$ cat config.mk
export PLATFORM = sky130hd
export DESIGN_NAME = utf8_text_sample_classifier_flat
export DESIGN_NICKNAME = d
export VERILOG_FILES = /design/src/rtl/core/utsc_pkg.sv /design/src/rtl/core/utsc_if.sv /design/src/rtl/core/utsc_front.sv /design/src/rtl/core/utsc_fifo.sv /design/src/rtl/core/utsc_back.sv /design/src/rtl/core/utsc_text_sample_classifier_top.sv /design/src/flat_wrapper.sv
export SDC_FILE = /design/constraint.sdc
export NUM_CORES = 1
export LEC_CHECK = 0
export BUFFER_PORTS_ARGS = -buffer_cell sky130_fd_sc_hd__buf_2
export CORE_ASPECT_RATIO = 0.5
export CORE_MARGIN = 1
export CORE_UTILIZATION = 55
export CTS_CLUSTER_SIZE = 30
export DETAILED_ROUTE_END_ITERATION = 8
export PLACE_DENSITY = 0.75
export SYNTH_ARGS = -nofsm -noshare
export SYNTH_HDL_FRONTEND = slang
export SYNTH_SLANG_ARGS = --single-unit
$ cat constraint.sdc
create_clock -name clk -period 4 [get_ports clk]
set_input_delay 0.6 -clock clk [delete_from_list [all_inputs] [get_ports clk]]
set_output_delay 0.6 -clock clk [all_outputs]
set_load 0.05 [all_outputs]
$ cat src/rtl/core/utsc_pkg.sv
// Package for the UTF-8 text sample classifier: byte classes, the queue
// record passed from front to back, constants and the byte classifier.
// No dependencies.
`timescale 1ns / 1ps
`default_nettype none

package utsc_pkg;

  localparam int unsigned UTSC_FIFO_DEPTH    = 4;
  localparam logic [15:0] SAMPLE_LIMIT_RESET = 16'd256;

  localparam logic [7:0] MASK_TOP1  = 8'h80;
  localparam logic [7:0] MASK_TOP2  = 8'hc0;
  localparam logic [7:0] MASK_TOP3  = 8'he0;
  localparam logic [7:0] MASK_TOP4  = 8'hf0;
  localparam logic [7:0] MASK_TOP5  = 8'hf8;
  localparam logic [7:0] PAT_CONT   = 8'h80;
  localparam logic [7:0] PAT_LEAD2  = 8'hc0;
  localparam logic [7:0] PAT_LEAD3  = 8'he0;
  localparam logic [7:0] PAT_LEAD4  = 8'hf0;
  localparam logic [7:0] CHAR_SPACE = 8'h20;
  localparam logic [7:0] CHAR_TILDE = 8'h7e;
  localparam logic [7:0] CHAR_TAB   = 8'h09;
  localparam logic [7:0] CHAR_LF    = 8'h0a;
  localparam logic [7:0] CHAR_CR    = 8'h0d;

  typedef enum logic [2:0] {
    CLS_ASCII_OK,
    CLS_ASCII_BAD,
    CLS_LEAD2,
    CLS_LEAD3,
    CLS_LEAD4,
    CLS_CONT,
    CLS_INVALID
  } byte_cls_t;

  typedef struct packed {
    byte_cls_t cls;
    logic      present;
    logic      last;
  } utsc_item_t;

  function automatic byte_cls_t classify_byte(input logic [7:0] b);
    byte_cls_t cls;
    cls = CLS_INVALID;
    if ((b & MASK_TOP1) == 8'h00) begin
      if ((b >= CHAR_SPACE && b <= CHAR_TILDE) ||
          b == CHAR_TAB || b == CHAR_LF || b == CHAR_CR) begin
        cls = CLS_ASCII_OK;
      end else begin
        cls = CLS_ASCII_BAD;
      end
    end else if ((b & MASK_TOP2) == PAT_CONT) begin
      cls = CLS_CONT;
    end else if ((b & MASK_TOP3) == PAT_LEAD2) begin
      cls = CLS_LEAD2;
    end else if ((b & MASK_TOP4) == PAT_LEAD3) begin
      cls = CLS_LEAD3;
    end else if ((b & MASK_TOP5) == PAT_LEAD4) begin
      cls = CLS_LEAD4;
    end
    return cls;
  endfunction

endpackage

`default_nettype wire

$ cat src/rtl/core/utsc_if.sv
// Handshake interfaces for the classifier's byte channel and verdict channel.
// No dependencies.
`timescale 1ns / 1ps
`default_nettype none

interface utsc_in_if;
  logic       valid;
  logic       ready;
  logic [7:0] data_byte;
  logic       byte_present;
  logic       last_item;

  modport source (output valid, output data_byte, output byte_present,
                  output last_item, input ready);
  modport sink   (input valid, input data_byte, input byte_present,
                  input last_item, output ready);
endinterface

interface utsc_out_if;
  logic valid;
  logic ready;
  logic is_text;
  logic was_empty;

  modport source (output valid, output is_text, output was_empty, input ready);
  modport sink   (input valid, input is_text, input was_empty, output ready);
endinterface

`default_nettype wire

$ cat src/rtl/core/utsc_front.sv
// Front end: accepts byte words, classifies each byte and holds the record
// in a register stage until the queue takes it. Depends on utsc_pkg, utsc_if.
`timescale 1ns / 1ps
`default_nettype none

module utsc_front (
  input  wire                 clk,
  input  wire                 rst_n,
  utsc_in_if.sink             in_ch,
  output logic                push_valid,
  input  wire                 push_ready,
  output utsc_pkg::utsc_item_t push_item
);
  import utsc_pkg::*;

  logic       stg_valid_r;
  logic       stg_valid_nxt;
  utsc_item_t stg_item_r;
  logic       in_acc;

  assign in_ch.ready = !stg_valid_r || push_ready;
  assign in_acc      = in_ch.valid && in_ch.ready;
  assign push_valid  = stg_valid_r;
  assign push_item   = stg_item_r;

  always_comb begin
    stg_valid_nxt = stg_valid_r;
    if (in_acc) begin
      stg_valid_nxt = 1'b1;
    end else if (stg_valid_r && push_ready) begin
      stg_valid_nxt = 1'b0;
    end
  end

  always_ff @(posedge clk) begin
    if (!rst_n) begin
      stg_valid_r <= 1'b0;
    end else begin
      stg_valid_r <= stg_valid_nxt;
    end
  end

  always_ff @(posedge clk) begin
    if (in_acc) begin
      stg_item_r.cls     <= classify_byte(in_ch.data_byte);
      stg_item_r.present <= in_ch.byte_present;
      stg_item_r.last    <= in_ch.last_item;
    end
  end

endmodule

`default_nettype wire

$ cat src/rtl/core/utsc_fifo.sv
// Short queue of classified records between the front and back ends.
// Depends on utsc_pkg.
`timescale 1ns / 1ps
`default_nettype none

module utsc_fifo #(
  parameter int unsigned Depth = utsc_pkg::UTSC_FIFO_DEPTH
) (
  input  wire                  clk,
  input  wire                  rst_n,
  input  wire                  push_valid,
  output logic                 push_ready,
  input  utsc_pkg::utsc_item_t push_item,
  output logic                 pop_valid,
  input  wire                  pop_ready,
  output utsc_pkg::utsc_item_t pop_item
);
  import utsc_pkg::*;

  localparam int unsigned PtrW = (Depth > 1) ? $clog2(Depth) : 1;
  localparam int unsigned CntW = $clog2(Depth + 1);
  localparam logic [PtrW-1:0] LastPtr = PtrW'(Depth - 1);

  utsc_item_t          store_r [Depth];
  logic [PtrW-1:0]     wr_ptr_r, wr_ptr_nxt;
  logic [PtrW-1:0]     rd_ptr_r, rd_ptr_nxt;
  logic [CntW-1:0]     count_r, count_nxt;
  logic                do_push, do_pop;

  assign push_ready = (count_r != CntW'(Depth));
  assign pop_valid  = (count_r != '0);
  assign pop_item   = store_r[rd_ptr_r];
  assign do_push    = push_valid && push_ready;
  assign do_pop     = pop_valid && pop_ready;

  always_comb begin
    wr_ptr_nxt = wr_ptr_r;
    rd_ptr_nxt = rd_ptr_r;
    count_nxt  = count_r;
    if (do_push) begin
      wr_ptr_nxt = (wr_ptr_r == LastPtr) ? '0 : wr_ptr_r + 1'b1;
    end
    if (do_pop) begin
      rd_ptr_nxt = (rd_ptr_r == LastPtr) ? '0 : rd_ptr_r + 1'b1;
    end
    if (do_push && !do_pop) begin
      count_nxt = count_r + 1'b1;
    end else if (do_pop && !do_push) begin
      count_nxt = count_r - 1'b1;
    end
  end

  always_ff @(posedge clk) begin
    if (!rst_n) begin
      wr_ptr_r <= '0;
      rd_ptr_r <= '0;
      count_r  <= '0;
    end else begin
      wr_ptr_r <= wr_ptr_nxt;
      rd_ptr_r <= rd_ptr_nxt;
      count_r  <= count_nxt;
    end
  end

  always_ff @(posedge clk) begin
    if (do_push) begin
      store_r[wr_ptr_r] <= push_item;
    end
  end

endmodule

`default_nettype wire

$ cat src/rtl/core/utsc_back.sv
// Back end: applies the sample limit, tracks open sequences and failure,
// and registers the verdict for the result channel. Depends on utsc_pkg, utsc_if.
`timescale 1ns / 1ps
`default_nettype none

module utsc_back (
  input  wire                  clk,
  input  wire                  rst_n,
  input  wire [15:0]           sample_limit,
  input  wire                  pop_valid,
  output logic                 pop_ready,
  input  utsc_pkg::utsc_item_t pop_item,
  utsc_out_if.source           out_ch
);
  import utsc_pkg::*;

  logic [1:0]  pending_r, pending_nxt;
  logic        failed_r, failed_nxt;
  logic [15:0] seen_r, seen_nxt;
  logic        out_valid_r, out_valid_nxt;
  logic        out_text_r, out_empty_r;
  logic        do_pop, take, slot_free;
  logic        empty_now, text_now;

  // A record that carries no verdict may pass while the output word waits.
  assign slot_free = !out_valid_r || out_ch.ready;
  assign pop_ready = !pop_item.last || slot_free;
  assign do_pop    = pop_valid && pop_ready;
  assign take      = pop_item.present && (seen_r < sample_limit);

  always_comb begin
    pending_nxt = pending_r;
    failed_nxt  = failed_r;
    seen_nxt    = seen_r;
    if (take) begin
      seen_nxt = seen_r + 16'd1;
      if (pending_r != 2'd0) begin
        if (pop_item.cls == CLS_CONT) begin
          pending_nxt = pending_r - 2'd1;
        end else begin
          failed_nxt  = 1'b1;
          pending_nxt = 2'd0;
        end
      end else begin
        case (pop_item.cls)
          CLS_ASCII_OK: ;
          CLS_LEAD2:    pending_nxt = 2'd1;
          CLS_LEAD3:    pending_nxt = 2'd2;
          CLS_LEAD4:    pending_nxt = 2'd3;
          default:      failed_nxt  = 1'b1;
        endcase
      end
    end
    empty_now = (seen_nxt == 16'd0);
    text_now  = !empty_now && !failed_nxt && (pending_nxt == 2'd0);
  end

  always_comb begin
    out_valid_nxt = out_valid_r;
    if (out_valid_r && out_ch.ready) begin
      out_valid_nxt = 1'b0;
    end
    if (do_pop && pop_item.last) begin
      out_valid_nxt = 1'b1;
    end
  end

  always_ff @(posedge clk) begin
    if (!rst_n) begin
      pending_r   <= 2'd0;
      failed_r    <= 1'b0;
      seen_r      <= 16'd0;
      out_valid_r <= 1'b0;
    end else begin
      out_valid_r <= out_valid_nxt;
      if (do_pop) begin
        if (pop_item.last) begin
          pending_r <= 2'd0;
          failed_r  <= 1'b0;
          seen_r    <= 16'd0;
        end else begin
          pending_r <= pending_nxt;
          failed_r  <= failed_nxt;
          seen_r    <= seen_nxt;
        end
      end
    end
  end

  always_ff @(posedge clk) begin
    if (do_pop && pop_item.last) begin
      out_text_r  <= text_now;
      out_empty_r <= empty_now;
    end
  end

  assign out_ch.valid     = out_valid_r;
  assign out_ch.is_text   = out_text_r;
  assign out_ch.was_empty = out_empty_r;

endmodule

`default_nettype wire

$ cat src/rtl/core/utsc_text_sample_classifier_top.sv
// An end-of-file word passes the front register stage and the queue, and the back end
// registers its verdict. One byte word per cycle is accepted unless the queue or output stalls.
// The queue between front and back lets either side stall while the other keeps going.
// Reset (rst_n, synchronous) empties the pipeline, clears the per-file state and
// restores the sample limit to 256.
// Depends on utsc_pkg, utsc_if, utsc_front, utsc_fifo, utsc_back.
`timescale 1ns / 1ps
`default_nettype none

module utf8_text_sample_classifier #(
  parameter int unsigned FifoDepth = utsc_pkg::UTSC_FIFO_DEPTH
) (
  input  wire        clk,
  input  wire        rst_n,
  utsc_in_if.sink    in_chan,
  utsc_out_if.source out_chan,
  input  wire        cfg_valid,
  output logic       cfg_ready,
  input  wire [15:0] cfg_sample_limit
);
  import utsc_pkg::*;

  logic [15:0] sample_limit_r;
  logic        push_valid, push_ready;
  logic        pop_valid, pop_ready;
  utsc_item_t  push_item, pop_item;

  assign cfg_ready = 1'b1;

  always_ff @(posedge clk) begin
    if (!rst_n) begin
      sample_limit_r <= SAMPLE_LIMIT_RESET;
    end else if (cfg_valid && cfg_ready) begin
      sample_limit_r <= cfg_sample_limit;
    end
  end

  utsc_front u_front (
    .clk        (clk),
    .rst_n      (rst_n),
    .in_ch      (in_chan),
    .push_valid (push_valid),
    .push_ready (push_ready),
    .push_item  (push_item)
  );

  utsc_fifo #(
    .Depth (FifoDepth)
  ) u_fifo (
    .clk        (clk),
    .rst_n      (rst_n),
    .push_valid (push_valid),
    .push_ready (push_ready),
    .push_item  (push_item),
    .pop_valid  (pop_valid),
    .pop_ready  (pop_ready),
    .pop_item   (pop_item)
  );

  utsc_back u_back (
    .clk          (clk),
    .rst_n        (rst_n),
    .sample_limit (sample_limit_r),
    .pop_valid    (pop_valid),
    .pop_ready    (pop_ready),
    .pop_item     (pop_item),
    .out_ch       (out_chan)
  );

endmodule

`default_nettype wire

$ cat src/flat_wrapper.sv
// flat-port wrapper written by rule: the top's interface ports become plain ports
module utf8_text_sample_classifier_flat import utsc_pkg::*;
#(
  parameter int unsigned FifoDepth = utsc_pkg::UTSC_FIFO_DEPTH
)
  (clk, rst_n, cfg_valid, cfg_ready, cfg_sample_limit, in_chan_valid, in_chan_data_byte, in_chan_byte_present, in_chan_last_item, in_chan_ready, out_chan_valid, out_chan_is_text, out_chan_was_empty, out_chan_ready);
  utsc_in_if in_chan_i ();
  utsc_out_if out_chan_i ();
  input  wire clk;
  input  wire rst_n;
  input  wire cfg_valid;
  output logic cfg_ready;
  input  wire [15:0] cfg_sample_limit;
  input wire logic [$bits(in_chan_i.valid)-1:0] in_chan_valid;
  input wire logic [$bits(in_chan_i.data_byte)-1:0] in_chan_data_byte;
  input wire logic [$bits(in_chan_i.byte_present)-1:0] in_chan_byte_present;
  input wire logic [$bits(in_chan_i.last_item)-1:0] in_chan_last_item;
  output wire logic [$bits(in_chan_i.ready)-1:0] in_chan_ready;
  output wire logic [$bits(out_chan_i.valid)-1:0] out_chan_valid;
  output wire logic [$bits(out_chan_i.is_text)-1:0] out_chan_is_text;
  output wire logic [$bits(out_chan_i.was_empty)-1:0] out_chan_was_empty;
  input wire logic [$bits(out_chan_i.ready)-1:0] out_chan_ready;
  assign in_chan_i.valid = in_chan_valid;
  assign in_chan_i.data_byte = in_chan_data_byte;
  assign in_chan_i.byte_present = in_chan_byte_present;
  assign in_chan_i.last_item = in_chan_last_item;
  assign in_chan_ready = in_chan_i.ready;
  assign out_chan_valid = out_chan_i.valid;
  assign out_chan_is_text = out_chan_i.is_text;
  assign out_chan_was_empty = out_chan_i.was_empty;
  assign out_chan_i.ready = out_chan_ready;
  utf8_text_sample_classifier #(.FifoDepth(FifoDepth)) u_core (.clk(clk), .rst_n(rst_n), .in_chan(in_chan_i), .out_chan(out_chan_i), .cfg_valid(cfg_valid), .cfg_ready(cfg_ready), .cfg_sample_limit(cfg_sample_limit));
endmodule
# Yosys cells after proc, flatten, opt, wreduce, memory -nomap -nowiden
# Memory sizes are Yosys's and may differ from the RTL's. A register that Yosys moved wholly into a read port is not among the register bits.
# Index checks and enable logic that the tools add are counted.
# op_classes
muxes	30
order_cmp	3
n_eq_ne	14
n_addsub	6
n_reduce_logical	34
# op_table
op	n
$mux 16	2
$eq 8x4->1 const B	3
$mux 2	9
$mux 3	6
$add 16x1->16 const B	1
$logic_not 16->1	1
$lt 16x16->1	1
$mux 1	12
$logic_and 1x1->1	11
$eq 3x3->1 const B	3
$ge 8x6->1 const B	1
$le 8x7->1 const B	1
$logic_not 8->1	1
$reduce_bool 2->1	4
$logic_not 1->1	7
$eq 2x2->1 const B	3
$eq 3x2->1 const B	2
$logic_or 1x1->1	6
$pmux 2 s3	1
$eq 5x5->1 const B	1
$add 2x1->2 const B	2
$eq 4x4->1 const B	1
$reduce_or 4->1	1
$add 3x1->3 const B	1
6 further kinds	6
# word_totals
ramBits	20
register_bits	51
inputBits	31
n_memories	1
# memory_table
name	words	word_bits	read_ports	rd_ports_with_merged_regs	write_ports	line_no	text
u_core.u_fifo.store_r	4	5	1	1	1	utsc_fifo.sv:24	utsc_item_t store_r [Depth];

# Logic depth before layout (Yosys ltp)
# Gate-level depths: netlist of the first run.
# depth
depth_word	8
ltp_mapped	12

# By module
# From an unflattened synthesis of the first run, not the netlist that was laid out.
# hier_totals
cells_unflattened	410
hier_area_um2	4149.0
# by_module_without_submodules
mod	instances	cells_per_inst	area_each_um2	seq_area_each_um2
utsc_back	1	256	2031.9	460.4
utsc_fifo	1	77	1203.7	780.7
utf8_text_sample_classifier	1	53	624.3	320.3
utsc_front	1	24	289.0	170.2

# Least setup slack after synthesis of the first run
# OpenSTA, ideal clock, no wires.
# synth_path
kind	reg-to-reg
start	reg u_core.u_back.seen_r[9]
end	reg u_core.u_back.out_text_r (netlist: u_core.u_back.out_ch.is_text), data pin
t_arrival_ps	2376
setup_ps	269
slack_ps	1355
stages_incl_launch_ff	11
required_time_ps	3731
n_path_buf	1
path_cell_list	dfxtp_1 > ha_1 > a21oi_1 > nor2_1 > a311o_1 > nor4_4 > buf_4 > nand3_1 > mux2i_1 > a2111oi_4 > a31oi_1
# synth_via
elab_chain_len	7
# synth_lines
element	line_no	text
start: declaration	utsc_back.sv:19	logic [15:0] seen_r, seen_nxt;
start signal: assignment	utsc_back.sv:84	seen_r <= seen_nxt;
$lt 16x16->1	utsc_back.sv:29	assign take = pop_item.present && (seen_r < sample_limit);
$logic_and 1x1->1	utsc_back.sv:29	
$mux 16	utsc_back.sv:35	if (take) begin
$logic_not 16->1	utsc_back.sv:54	empty_now = (seen_nxt == 16'd0);
$logic_not 1->1	utsc_back.sv:55	text_now = !empty_now && !failed_nxt && (pending_nxt == 2'd0);
$logic_and 1x1->1	utsc_back.sv:55	
$logic_and 1x1->1 (*)	utsc_back.sv:55	
via u_core.u_back.text_now	utsc_back.sv:23	logic empty_now, text_now;
end signal: assignment	utsc_back.sv:92	out_text_r <= text_now;
end: declaration	utsc_back.sv:21	logic out_text_r, out_empty_r;
# Mark *: on every way through the listed nets, which the timed path passes. The rest lies on a longest branch.
# A chain may end at the register's enable or synchronous reset.

# Worst setup path after layout of the first run
# Same ends and word-level chain as after synthesis.

==> out/metrics.yaml, run 1 <==
run_status: "complete, no violations"
tns_ps: 0
r2r_cells: 9
viasPerCell: 5.78
dp_worst_setup_slack_ps: 785
top_usage_layer: "met2"
grt_overflow: 0
synth-seq-cells: 73
slew_violations: 0
yosysTopAreaCell: "dfxtp_1"
min_path_type: "in2reg"
hold_depth: 1
synth_most_common_cell: "dfxtp_1"
die_area_um2: 7350
synth_top_cell_area_share_pct: 24.0
synth_flop_cell: "dfxtp_1"
finalWorstSetupSlack_ps: 759
grt_setup_unrepaired: "false"
ctsResizeCount: 0
end_kind: "flip-flop"
routabilityCongestion: 0.857
cts_buffers: 9
critPathKind: "reg2reg"
antenna_found_initial: 0
synth.distinct_cells: 65
fmax_mhz: 309
synth_area_leaders: "dfxtp_1 (24%), edfxtp_1 (21%), ha_1 (7.5%)"
finalWirelength_um: 7760
clock_latency_ps: 340
synth_common_cells: "dfxtp_1 (46), nor2_1 (43), a21oi_1 (27), edfxtp_1 (27)"
grt_pass1_vias: 2704
cts.clk_slew.worst_paths_ps: 60
period_minus_slack_ps: 3240
start_kind: "flip-flop"
rrSetupSlack_ps: 760
hold_end: "u_core.u_front.push_item[0]"
io_pins: 36
grt_max_degree: 26
ir_worst_vdd_uv: 398
areaGrowthSynthToFinish_pct: 13.1
core_um2: 6730
synth_edf_count: 27
netlist_area_um2: 3840
rows: 21
nets: 472
cpMostUsedCell: "a21oi_1"
syn_inst: 387
fin_crit_sh_pct: 81.0
required_ps: 4070
cts_tree: "done"
seq_area_frac_synth_pct: 45.0
path_buf_inv: 0
yosysWarnings: 0
met3_usage_pct: 6.94
design_area_um2: 4350
r2r-start: "u_core.u_back.seen_r[9]"
worst-path-max-fanout: 14
met1_usage_pct: 26.1
firstDrtPassIters: 4
fillers: 549
ant_nets: 0
cap_violations: 0
p_leak_uw: 0.00175
hpwl_um: 5700
grt_pass1_wl_um: 12400
cts-root-to-sink-buffers: 2
wl_per_cell_um: 15.1
cts_setup_buffers: 0
worstHoldStart: "in_chan_last_item"
grt_use_met2_pct: 40.7
power_density_nw_per_um2: 570
drive_gt1_share_pct: 16.1
vias: 2973
initial_core_util_pct: 57.2
cp_slowest_cell: "and2_1"
place_area_um2: 4060
synthArstFlopShare_pct: 0
io_buffers: 34
worst_pin_slew_ps: 603
drt-initial-drc-count: 161
hold_buffers: 0
power_uw: 2480
track_usage_pct: 22.5
fp.dieH_um: 61.1
clock_sinks: 73
setup_viol: 0
hold_viol: 0
cp_slowest_stage_delay_ps: 490
n_antenna_cell: 0
root_buffer: "clkbuf_16"
syn_nets: 442
cpLargestDelayFamily: "compound AO/OA/AOI/OAI gates"
timing.rr.end: "u_core.u_back.out_ch.is_text"
crit_chain: "ha_1 > a21oi_1 > nor2_1 > a311o_1 > nor4_4 > and2_1 > a21oi_1 > a2111oi_4 > a31oi_1"
die_w_um: 120
arrival_ps: 3310
skew_ps: 6.15
max-slew-margin-rel_pct: 59.6
htreeDepth: 3
drc: 0
syn_avg_cell_area_um2: 9.94
## through the flow
stage / utilization (%) / std cells / hold WS (ps)
final: 64.7 / 514 / 435
after global placement: 60.4 / 498 / 463
after detailed placement: 60.4 / 498 / 483
after floorplan: - / 387 / 454
after global routing: 64.7 / 514 / 424
after CTS: 64.7 / 514 / 424
## worst max-delay path by stage
stage                             from  cells after the start  slack (ps)                            to
2_1_floorplan  u_core.u_back.seen_r[9]                     10        1360  u_core.u_back.out_ch.is_text
3_3_place_gp   u_core.u_back.seen_r[9]                      9         890  u_core.u_back.out_ch.is_text
3_5_place_dp   u_core.u_back.seen_r[9]                      9         790  u_core.u_back.out_ch.is_text
4_1_cts        u_core.u_back.seen_r[9]                      9         770  u_core.u_back.out_ch.is_text
5_1_grt        u_core.u_back.seen_r[9]                      9         540  u_core.u_back.out_ch.is_text
6_report       u_core.u_back.seen_r[9]                      9         760  u_core.u_back.out_ch.is_text
## placed cells by master (no fill, tap or decap), types with 3 or more instances in the layout
cell type,synthesis,layout
dfxtp_1,46,46
nor2_1,43,43
buf_2,1,34
a21oi_1,27,27
edfxtp_1,27,27
inv_1,24,24
nand2_1,24,24
ha_1,23,23
mux2i_1,18,18
o21ai_0,13,13
a31oi_1,10,10
and2_1,10,10
nor3_1,9,9
clkbuf_16,0,9
nand4_1,8,8
nand3_1,7,7
and3_1,7,7
a311oi_1,6,6
mux4_2,5,5
buf_4,3,4
nor2b_1,3,3
nand2b_1,3,3
xor2_1,3,3
xnor2_1,3,3
nor3b_1,3,3
## cell families (layout without fill, tap and decap cells)
logic type	count (synthesis)	in the layout	synth area share, %
AO/OA/AOI/OAI	84	84	15.3
XOR/XNOR	6	6	1.37
adder cells (fa/ha/maj)	24	24	8.01
buffers and inverters	45	80	5.11
flip-flops	73	73	45.0
multiplexers	23	23	7.61
other	1	1	0.0975
AND/OR/NAND/NOR	131	131	17.5
## layout make-up
class	count	area (um^2)	share of cell area (%)
multi-input combinational	269	1920	44.1
sequential	73	1730	39.8
clock buffer	9	225	5.18
timing repair buffer	38	200	4.60
tap	92	115	2.65
inverter	26	97.6	2.24
clock inverter	7	63.8	1.47
## registers in the layout (all words and copies together) (netlist names), 2 cells and up, named ones only
register,cells
u_core.u_fifo.wr_ptr_r,2
u_core.u_fifo.count_r,3
u_core.u_back.seen_r,16
u_core.u_front.push_item,5
u_core.u_back.pending_r,2
u_core.sample_limit_r,16
u_core.u_fifo.rd_ptr_r,2
u_core.u_fifo.store_r,20
## metal layers
layer | part of all wire, % | up-vias | wire length [um]
met5 | 0 | - | 0
met4 | 1.4 | 0 | 108
met3 | 5.9 | 10 | 458
met2 | 50 | 95 | 3890
met1 | 43 | 1391 | 3310
li1 | - | 1477 | -
## report_power, final
part / switching [uW] / internal [uW]
logic: 478 / 296
registers: 75.6 / 866
clock network: 332 / 432
total: 885 / 1590
(Power assumes the default switching activity.)
==> run 2: changes to the inputs <==
--- a/config.mk
+++ b/config.mk
@@ -8,7 +8,7 @@
 export BUFFER_PORTS_ARGS = -buffer_cell sky130_fd_sc_hd__buf_2
 export CORE_ASPECT_RATIO = 0.5
 export CORE_MARGIN = 1
-export CORE_UTILIZATION = 55
+export CORE_UTILIZATION = 53
 export CTS_CLUSTER_SIZE = 30
 export DETAILED_ROUTE_END_ITERATION = 8
 export PLACE_DENSITY = 0.75
==> constraint.sdc (replaced) <==
create_clock -name clk -period 2.65 [get_ports clk]
set_input_delay 0.3975 -clock clk [delete_from_list [all_inputs] [get_ports clk]]
set_output_delay 0.3975 -clock clk [all_outputs]
set_load 0.05 [all_outputs]
==> run 2 against run 1 <==
  * The flow now finishes with violations (negative setup slack)
  * Largest power group unchanged
  * Largest cell class unchanged
  * Power up 66%
  * Core utilization up 7.0 points
  * Non-clock buffer count increased by 36
  * Clock skew fell by 1.9 ps
  * Sequential share of layout area down 4.2 points
  * Clock power is 74% higher
  * Flip-flop and latch count stayed put
  * Combinational power increased by 76%
  * Design area up 13%
  * Global-route usage rose by 3.6 points
==> out/metrics.yaml, run 2 (synthesized netlist as in run 1, its figures left out) <==
run_status: "finished, violations left"  # was complete, no violations
violations: "negative setup slack"
multi_input_area_um2: 2150  # was 1920 um^2
wl_per_cell_um: 16.7  # was 15.1 um
cts-root-to-sink-buffers: 2  # unchanged
required_ps: 2730  # was 4070 ps
drc: 0  # unchanged
routabilityCongestion: 0.969  # was 0.857
worst-path-max-fanout: 4  # was 14
io_buffers: 34  # unchanged
viasPerCell: 5.78  # about the same
drt-initial-drc-count: 244  # was 161
largest_reg_flops: 20  # unchanged
final_util_pct: 71.6  # was 64.7%
clock_sinks: 73  # unchanged
cts.clk_slew.worst_paths_ps: 60  # about the same
fmax_mhz: 365  # was 309 MHz
period_minus_slack_ps: 2740  # was 3240 ps
hpwl_um: 6220  # was 5700 um
hold_viol: 0  # unchanged
antenna_found_initial: 0  # unchanged
io_pins: 36  # unchanged
critPathKind: "reg2reg"  # unchanged
grt_max_degree: 23  # was 26
die_w_um: 122  # was 120 um
n_antenna_cell: 0  # unchanged
fin_worst_hold_slack_ps: 229  # was 435 ps
finalWorstSetupSlack_ps: -88.0  # was 759 ps
ant_nets: 0  # unchanged
ir_worst_vdd_uv: 448  # was 398 uV
register_area_um2: 1750  # was 1730 um^2
r2r-start: "u_core.sample_limit_r[13]"  # was u_core.u_back.seen_r[9]
tns_ps: -152  # was 0 ps
grt_setup_unrepaired: "true"  # was false
areaGrowthSynthToFinish_pct: 27.8  # was 13.1%
slew_violations: 0  # unchanged
crit_start: "u_core.sample_limit_r[13]"  # was u_core.u_back.seen_r[9]
finalWirelength_um: 9210  # was 7760 um
min_path_type: "in2reg"  # unchanged
hold_buffers: 0  # unchanged
fillers: 441  # was 549
track_usage_pct: 26.1  # was 22.5%
largest-register: "u_core.u_fifo.store_r"  # unchanged
worstHoldStart: "in_chan_last_item"  # unchanged
p_leak_uw: 0.00199  # was 0.00175 uW
reg.largest.list: "u_core.u_fifo.store_r (20), u_core.sample_limit_r (16), u_core.u_back.seen_r (16)"  # unchanged
cts_buffers: 9  # unchanged
start_kind: "flip-flop"  # unchanged
vias: 3178  # was 2,973
layout_common_cells: "nor2_1 (42), buf_4 (40), dfxtp_1 (34), buf_2 (34), edfxtp_1 (27)"  # was dfxtp_1 (46), nor2_1 (43), buf_2 (34), a21oi_1 (27), edfxtp_1 (27)
max-slew-margin-rel_pct: 54.1  # was 59.6%
skew_ps: 4.30  # was 6.15 ps
end_kind: "flip-flop"  # unchanged
die_area_um2: 7620  # was 7350 um^2
power_uw: 4100  # was 2480 uW
clock_latency_ps: 340  # about the same
cap_violations: 0  # unchanged
rows: 21  # unchanged
core_um2: 6860  # was 6730 um^2
arrival_ps: 2820  # was 3310 ps
setup_viol: 2  # was 0
power_density_nw_per_um2: 835  # was 570 nW/um^2
final_common_cell: "nor2_1"  # was dfxtp_1
worst_pin_slew_ps: 686  # was 603 ps
nets: 508  # was 472
fp.dieH_um: 62.2  # was 61.1 um
fin_crit_sh_pct: 103  # was 81.0%
htreeDepth: 3  # unchanged
initial_core_util_pct: 56.1  # was 57.2%
cts_tree: "done"  # unchanged
grt_overflow: 0  # unchanged
drive_gt1_share_pct: 31.4  # was 16.1%
root_buffer: "clkbuf_16"  # unchanged
grt_pass1_wl_um: 15100  # was 12,400 um
firstDrtPassIters: 6  # was 4
grt_pass1_vias: 3258  # was 2,704
==> run 2: per-stage QoR <==
step	area [um^2]	worst slack [ps]	cells
2_1_floorplan	3840	5.03	387
3_3_place_gp	4270	-36.0	526
3_5_place_dp	4270	-141	526
4_1_cts	4830	-27.0	547
5_1_grt	4910	-189	550
6_report	4910	-88.0	550
==> run 2: path summary, 6_finish.rpt <==
kind,endpoint,slack [ps],cells after the start
worst min-delay path,u_core.u_front.push_item[0],230,1
worst min register to register,u_core.sample_limit_r[14],500,2
worst max-delay path,u_core.u_back.out_ch.is_text,-90,12
worst max register to register,u_core.u_back.out_ch.is_text,-90,12
==> run 2: layout make-up <==
type                            count  share of cell area (%)
Tap cell                           92                    2.34
Clock inverter                      4                    1.12
Inverter                           26                    1.99
Sequential cell                    73                    35.6
Timing Repair Buffer               74                    9.58
Multi-Input combinational cell    269                    43.7
Clock buffer                       12                    5.68
==> run 2: layer usage <==
metal | vias to the layer above | share of wire, % | GRT usage, %
li1 | 1538 | - | -
met2 | 104 | 51 | 45.4
met5 | - | 0 | 0
met3 | 15 | 5.8 | 8.00
met1 | 1521 | 41 | 29.9
met4 | 0 | 1.4 | 10.4
==> run 2: worst max-delay path, stage by stage, from the launching register on <==
cell	delay, ps
dfxtp_2	340
inv_2	50
ha_4	260
nand4_1	110
or2_4	290
buf_4	140
a31oi_4	170
nor4_4	70
buf_4	160
a2111oi_4	360
a21oi_2	90
a2111oi_4	310
a31oi_1	130
==> run 2: power by group <==
| part | leakage (uW) | switching (uW) | total, uW | internal (uW) |
|---|---|---|---|---|
| registers | 0.000632 | 98.4 | 1410 | 1310 |
| clock network | 0.000160 | 483 | 1330 | 850 |
| logic | 0.00120 | 814 | 1360 | 550 |
| total | 0.00199 | 1390 | 4100 | 2710 |
==> run 2: repair_timing <==
item	4_1_cts	5_1_grt
setup endpoints to repair	2	8
pin swaps	10	13
buffers inserted	5	4
gates resized for setup	38	13
==> run 3: changes to the inputs <==
--- a/config.mk
+++ b/config.mk
@@ -5,13 +5,16 @@
 export SDC_FILE = /design/constraint.sdc
 export NUM_CORES = 1
 export LEC_CHECK = 0
-export BUFFER_PORTS_ARGS = -buffer_cell sky130_fd_sc_hd__buf_2
+export CELL_PAD_IN_SITES_DETAIL_PLACEMENT = 1
+export CELL_PAD_IN_SITES_GLOBAL_PLACEMENT = 2
 export CORE_ASPECT_RATIO = 0.5
 export CORE_MARGIN = 1
-export CORE_UTILIZATION = 53
+export CORE_UTILIZATION = 37
 export CTS_CLUSTER_SIZE = 30
 export DETAILED_ROUTE_END_ITERATION = 8
-export PLACE_DENSITY = 0.75
+export DONT_BUFFER_PORTS = 1
+export PLACE_DENSITY_LB_ADDON = 0.1
+export SKIP_LAST_GASP = 1
 export SYNTH_ARGS = -nofsm -noshare
 export SYNTH_HDL_FRONTEND = slang
 export SYNTH_SLANG_ARGS = --single-unit
==> run 3 against run 2 <==
  * The run still ends with negative setup slack left
  * Fmax rose by 1.5%
  * Clock power down 11%
  * Power is 2.4% lower
  * Worst hold slack worse by 79 ps
  * Non-clock buffer count shrank 26
  * Via count shrank 3.6%
  * Largest power group unchanged
==> out/metrics.yaml, run 3 (synthesized netlist as in run 1, its figures left out) <==
run_status: "finished, violations left"  # unchanged
violations: "negative setup slack"  # unchanged
initial_core_util_pct: 39.4  # was 56.1%
fin_worst_hold_slack_ps: 150  # was 229 ps
cap_violations: 0  # unchanged
crit_start: "u_core.sample_limit_r[15]"  # was u_core.sample_limit_r[13]
cts_buffers: 9  # unchanged
p_leak_uw: 0.00189  # was 0.00199 uW
clock_sinks: 73  # unchanged
cts.clk_slew.worst_paths_ps: 60  # about the same
layout_common_cells: "buf_4 (46), nor2_1 (42), dfxtp_1 (34), edfxtp_1 (27)"  # was nor2_1 (42), buf_4 (40), dfxtp_1 (34), buf_2 (34), edfxtp_1 (27)
areaGrowthSynthToFinish_pct: 25.0  # was 27.8%
period_minus_slack_ps: 2700  # was 2740 ps
finalWorstSetupSlack_ps: -47.2  # was -88.0 ps
grt_setup_unrepaired: "true"  # unchanged
power.net_switching_uw: 1470  # was 1390 uW
final_common_cell: "buf_4"  # was nor2_1
n_antenna_cell: 0  # unchanged
setup_viol: 2  # unchanged
arrival_ps: 2760  # was 2820 ps
routabilityCongestion: 0.782  # was 0.969
place_area_um2: 4240  # was 4270 um^2
switching_share_pct: 36.6  # was 34.0%
grt_max_degree: 35  # was 23
skew_ps: 4.92  # was 4.30 ps
die_w_um: 146  # was 122 um
seqPwrFrac_pct: 36.2  # was 34.3%
ir_worst_vdd_uv: 328  # was 448 uV
grt_pass1_wl_um: 15600  # was 15,100 um
clock_latency_ps: 340  # about the same
io_pins: 36  # unchanged
power_density_nw_per_um2: 834  # was 835 nW/um^2
slew_violations: 0  # unchanged
start_kind: "flip-flop"  # unchanged
core_um2: 9760  # was 6860 um^2
combPwrFrac_pct: 34.0  # was 33.2%
internal_power_uw: 2540  # was 2710 uW
wl_per_cell_um: 17.3  # was 16.7 um
required_ps: 2720  # was 2730 ps
worst_pin_slew_ps: 592  # was 686 ps
dr_wl_met3_um: 459  # was 535 um
clkPwrFrac_pct: 29.8  # was 32.5%
largest-register: "u_core.u_fifo.store_r"  # unchanged
io_buffers: 0  # was 34
ant_nets: 0  # unchanged
fillers: 1111  # was 441
rows: 25  # was 21
hpwl_um: 7110  # was 6220 um
vias: 3063  # was 3,178
top_layer: "met4"  # unchanged
multi_input_area_um2: 2130  # was 2150 um^2
design_area_um2: 4800  # was 4910 um^2
die_area_um2: 10800  # was 7620 um^2
worst-path-max-fanout: 4  # unchanged
root_buffer: "clkbuf_16"  # unchanged
finalWirelength_um: 9830  # was 9210 um
min_path_type: "in2reg"  # unchanged
drive_gt1_share_pct: 27.3  # was 31.4%
cts-root-to-sink-buffers: 2  # unchanged
critPathKind: "reg2reg"  # unchanged
tns_ps: -71.3  # was -152 ps
drc: 0  # unchanged
nets: 482  # was 508
r2r-start: "u_core.sample_limit_r[15]"  # was u_core.sample_limit_r[13]
grt_pass1_vias: 3130  # was 3,258
firstDrtPassIters: 5  # was 6
fmax_mhz: 371  # was 365 MHz
largest_reg_flops: 20  # unchanged
power_uw: 4010  # was 4100 uW
track_usage_pct: 18.9  # was 26.1%
max-slew-margin-rel_pct: 60.4  # was 54.1%
fp.dieH_um: 74.1  # was 62.2 um
viasPerCell: 5.40  # was 5.78
reg.largest.list: "u_core.u_fifo.store_r (20), u_core.sample_limit_r (16), u_core.u_back.seen_r (16)"  # unchanged
wl_met1_um: 4550  # was 3820 um
register_area_um2: 1750  # unchanged
worstHoldStart: "in_chan_last_item"  # unchanged
end_kind: "flip-flop"  # unchanged
wl_met2_um: 4740  # was 4720 um
antenna_found_initial: 0  # unchanged
drt-initial-drc-count: 144  # was 244
grt_overflow: 0  # unchanged
fin_crit_sh_pct: 102  # was 103%
htreeDepth: 3  # unchanged
cts_tree: "done"  # unchanged
hold_viol: 0  # unchanged
[run 3: worst paths after layout]
| check | depth (start not counted) | end | slack (ps) |
|---|---|---|---|
| max reg2reg | 11 | u_core.u_back.out_ch.is_text | -50 |
| max | 11 | u_core.u_back.out_ch.is_text | -50 |
| min reg2reg | 2 | u_core.sample_limit_r[2] | 490 |
| min | 0 | u_core.u_front.push_item[0] | 150 |
[run 3: area by class of cell]
type	instances	area share (%)
Sequential cell	73	36.4
Tap cell	135	3.52
Clock inverter	7	1.38
Inverter	26	2.03
Clock buffer	9	4.69
Timing Repair Buffer	48	7.66
Multi-Input combinational cell	269	44.4
[run 3: stage by stage]
step / std cells / util [%] / setup WS [ps]
6_report: 567 / 49.2 / -47.2
5_1_grt: 567 / 49.2 / -167
4_1_cts: 564 / 47.8 / -74.4
3_5_place_dp: 546 / 43.4 / -335
3_3_place_gp: 546 / 43.4 / -163
2_1_floorplan: 387 / - / 5.03
[run 3: power groups by stage]
stage	clock, uW	combinational, uW	sequential, uW
6_report	1190	1360	1450
5_1_grt	1280	1500	1470
4_1_cts	1230	1310	1450
3_5_place_dp	0	1250	1470
3_3_place_gp	0	1190	1460
2_1_floorplan	0	855	1470
[run 3: routing by layer]
| metal | track usage (%) | vias to the layer above |
|---|---|---|
| met2 | 32.9 | 59 |
| met4 | 5.32 | 0 |
| met1 | 23.2 | 1501 |
| met5 | 0 | - |
| met3 | 5.83 | 12 |
| li1 | - | 1491 |
[run 3: critical path: stages (launching register included)]
cell and delay, ps:
dfxtp_2 330, inv_2 40, ha_4 210, nand4_1 120, buf_4 130, nor2_2 30, a311o_1 300, nor4_4 370
and2_4 240, nand3_2 110, a2111oi_4 380, a31oi_1 160
[run 3: what timing repair did]
action	4_1_cts	5_1_grt
endpoints found under the setup margin	7	8
pin swaps	11	11
buffers inserted	2	3
gates cloned	0	0
hold buffers	0	0
resized for setup	25	24
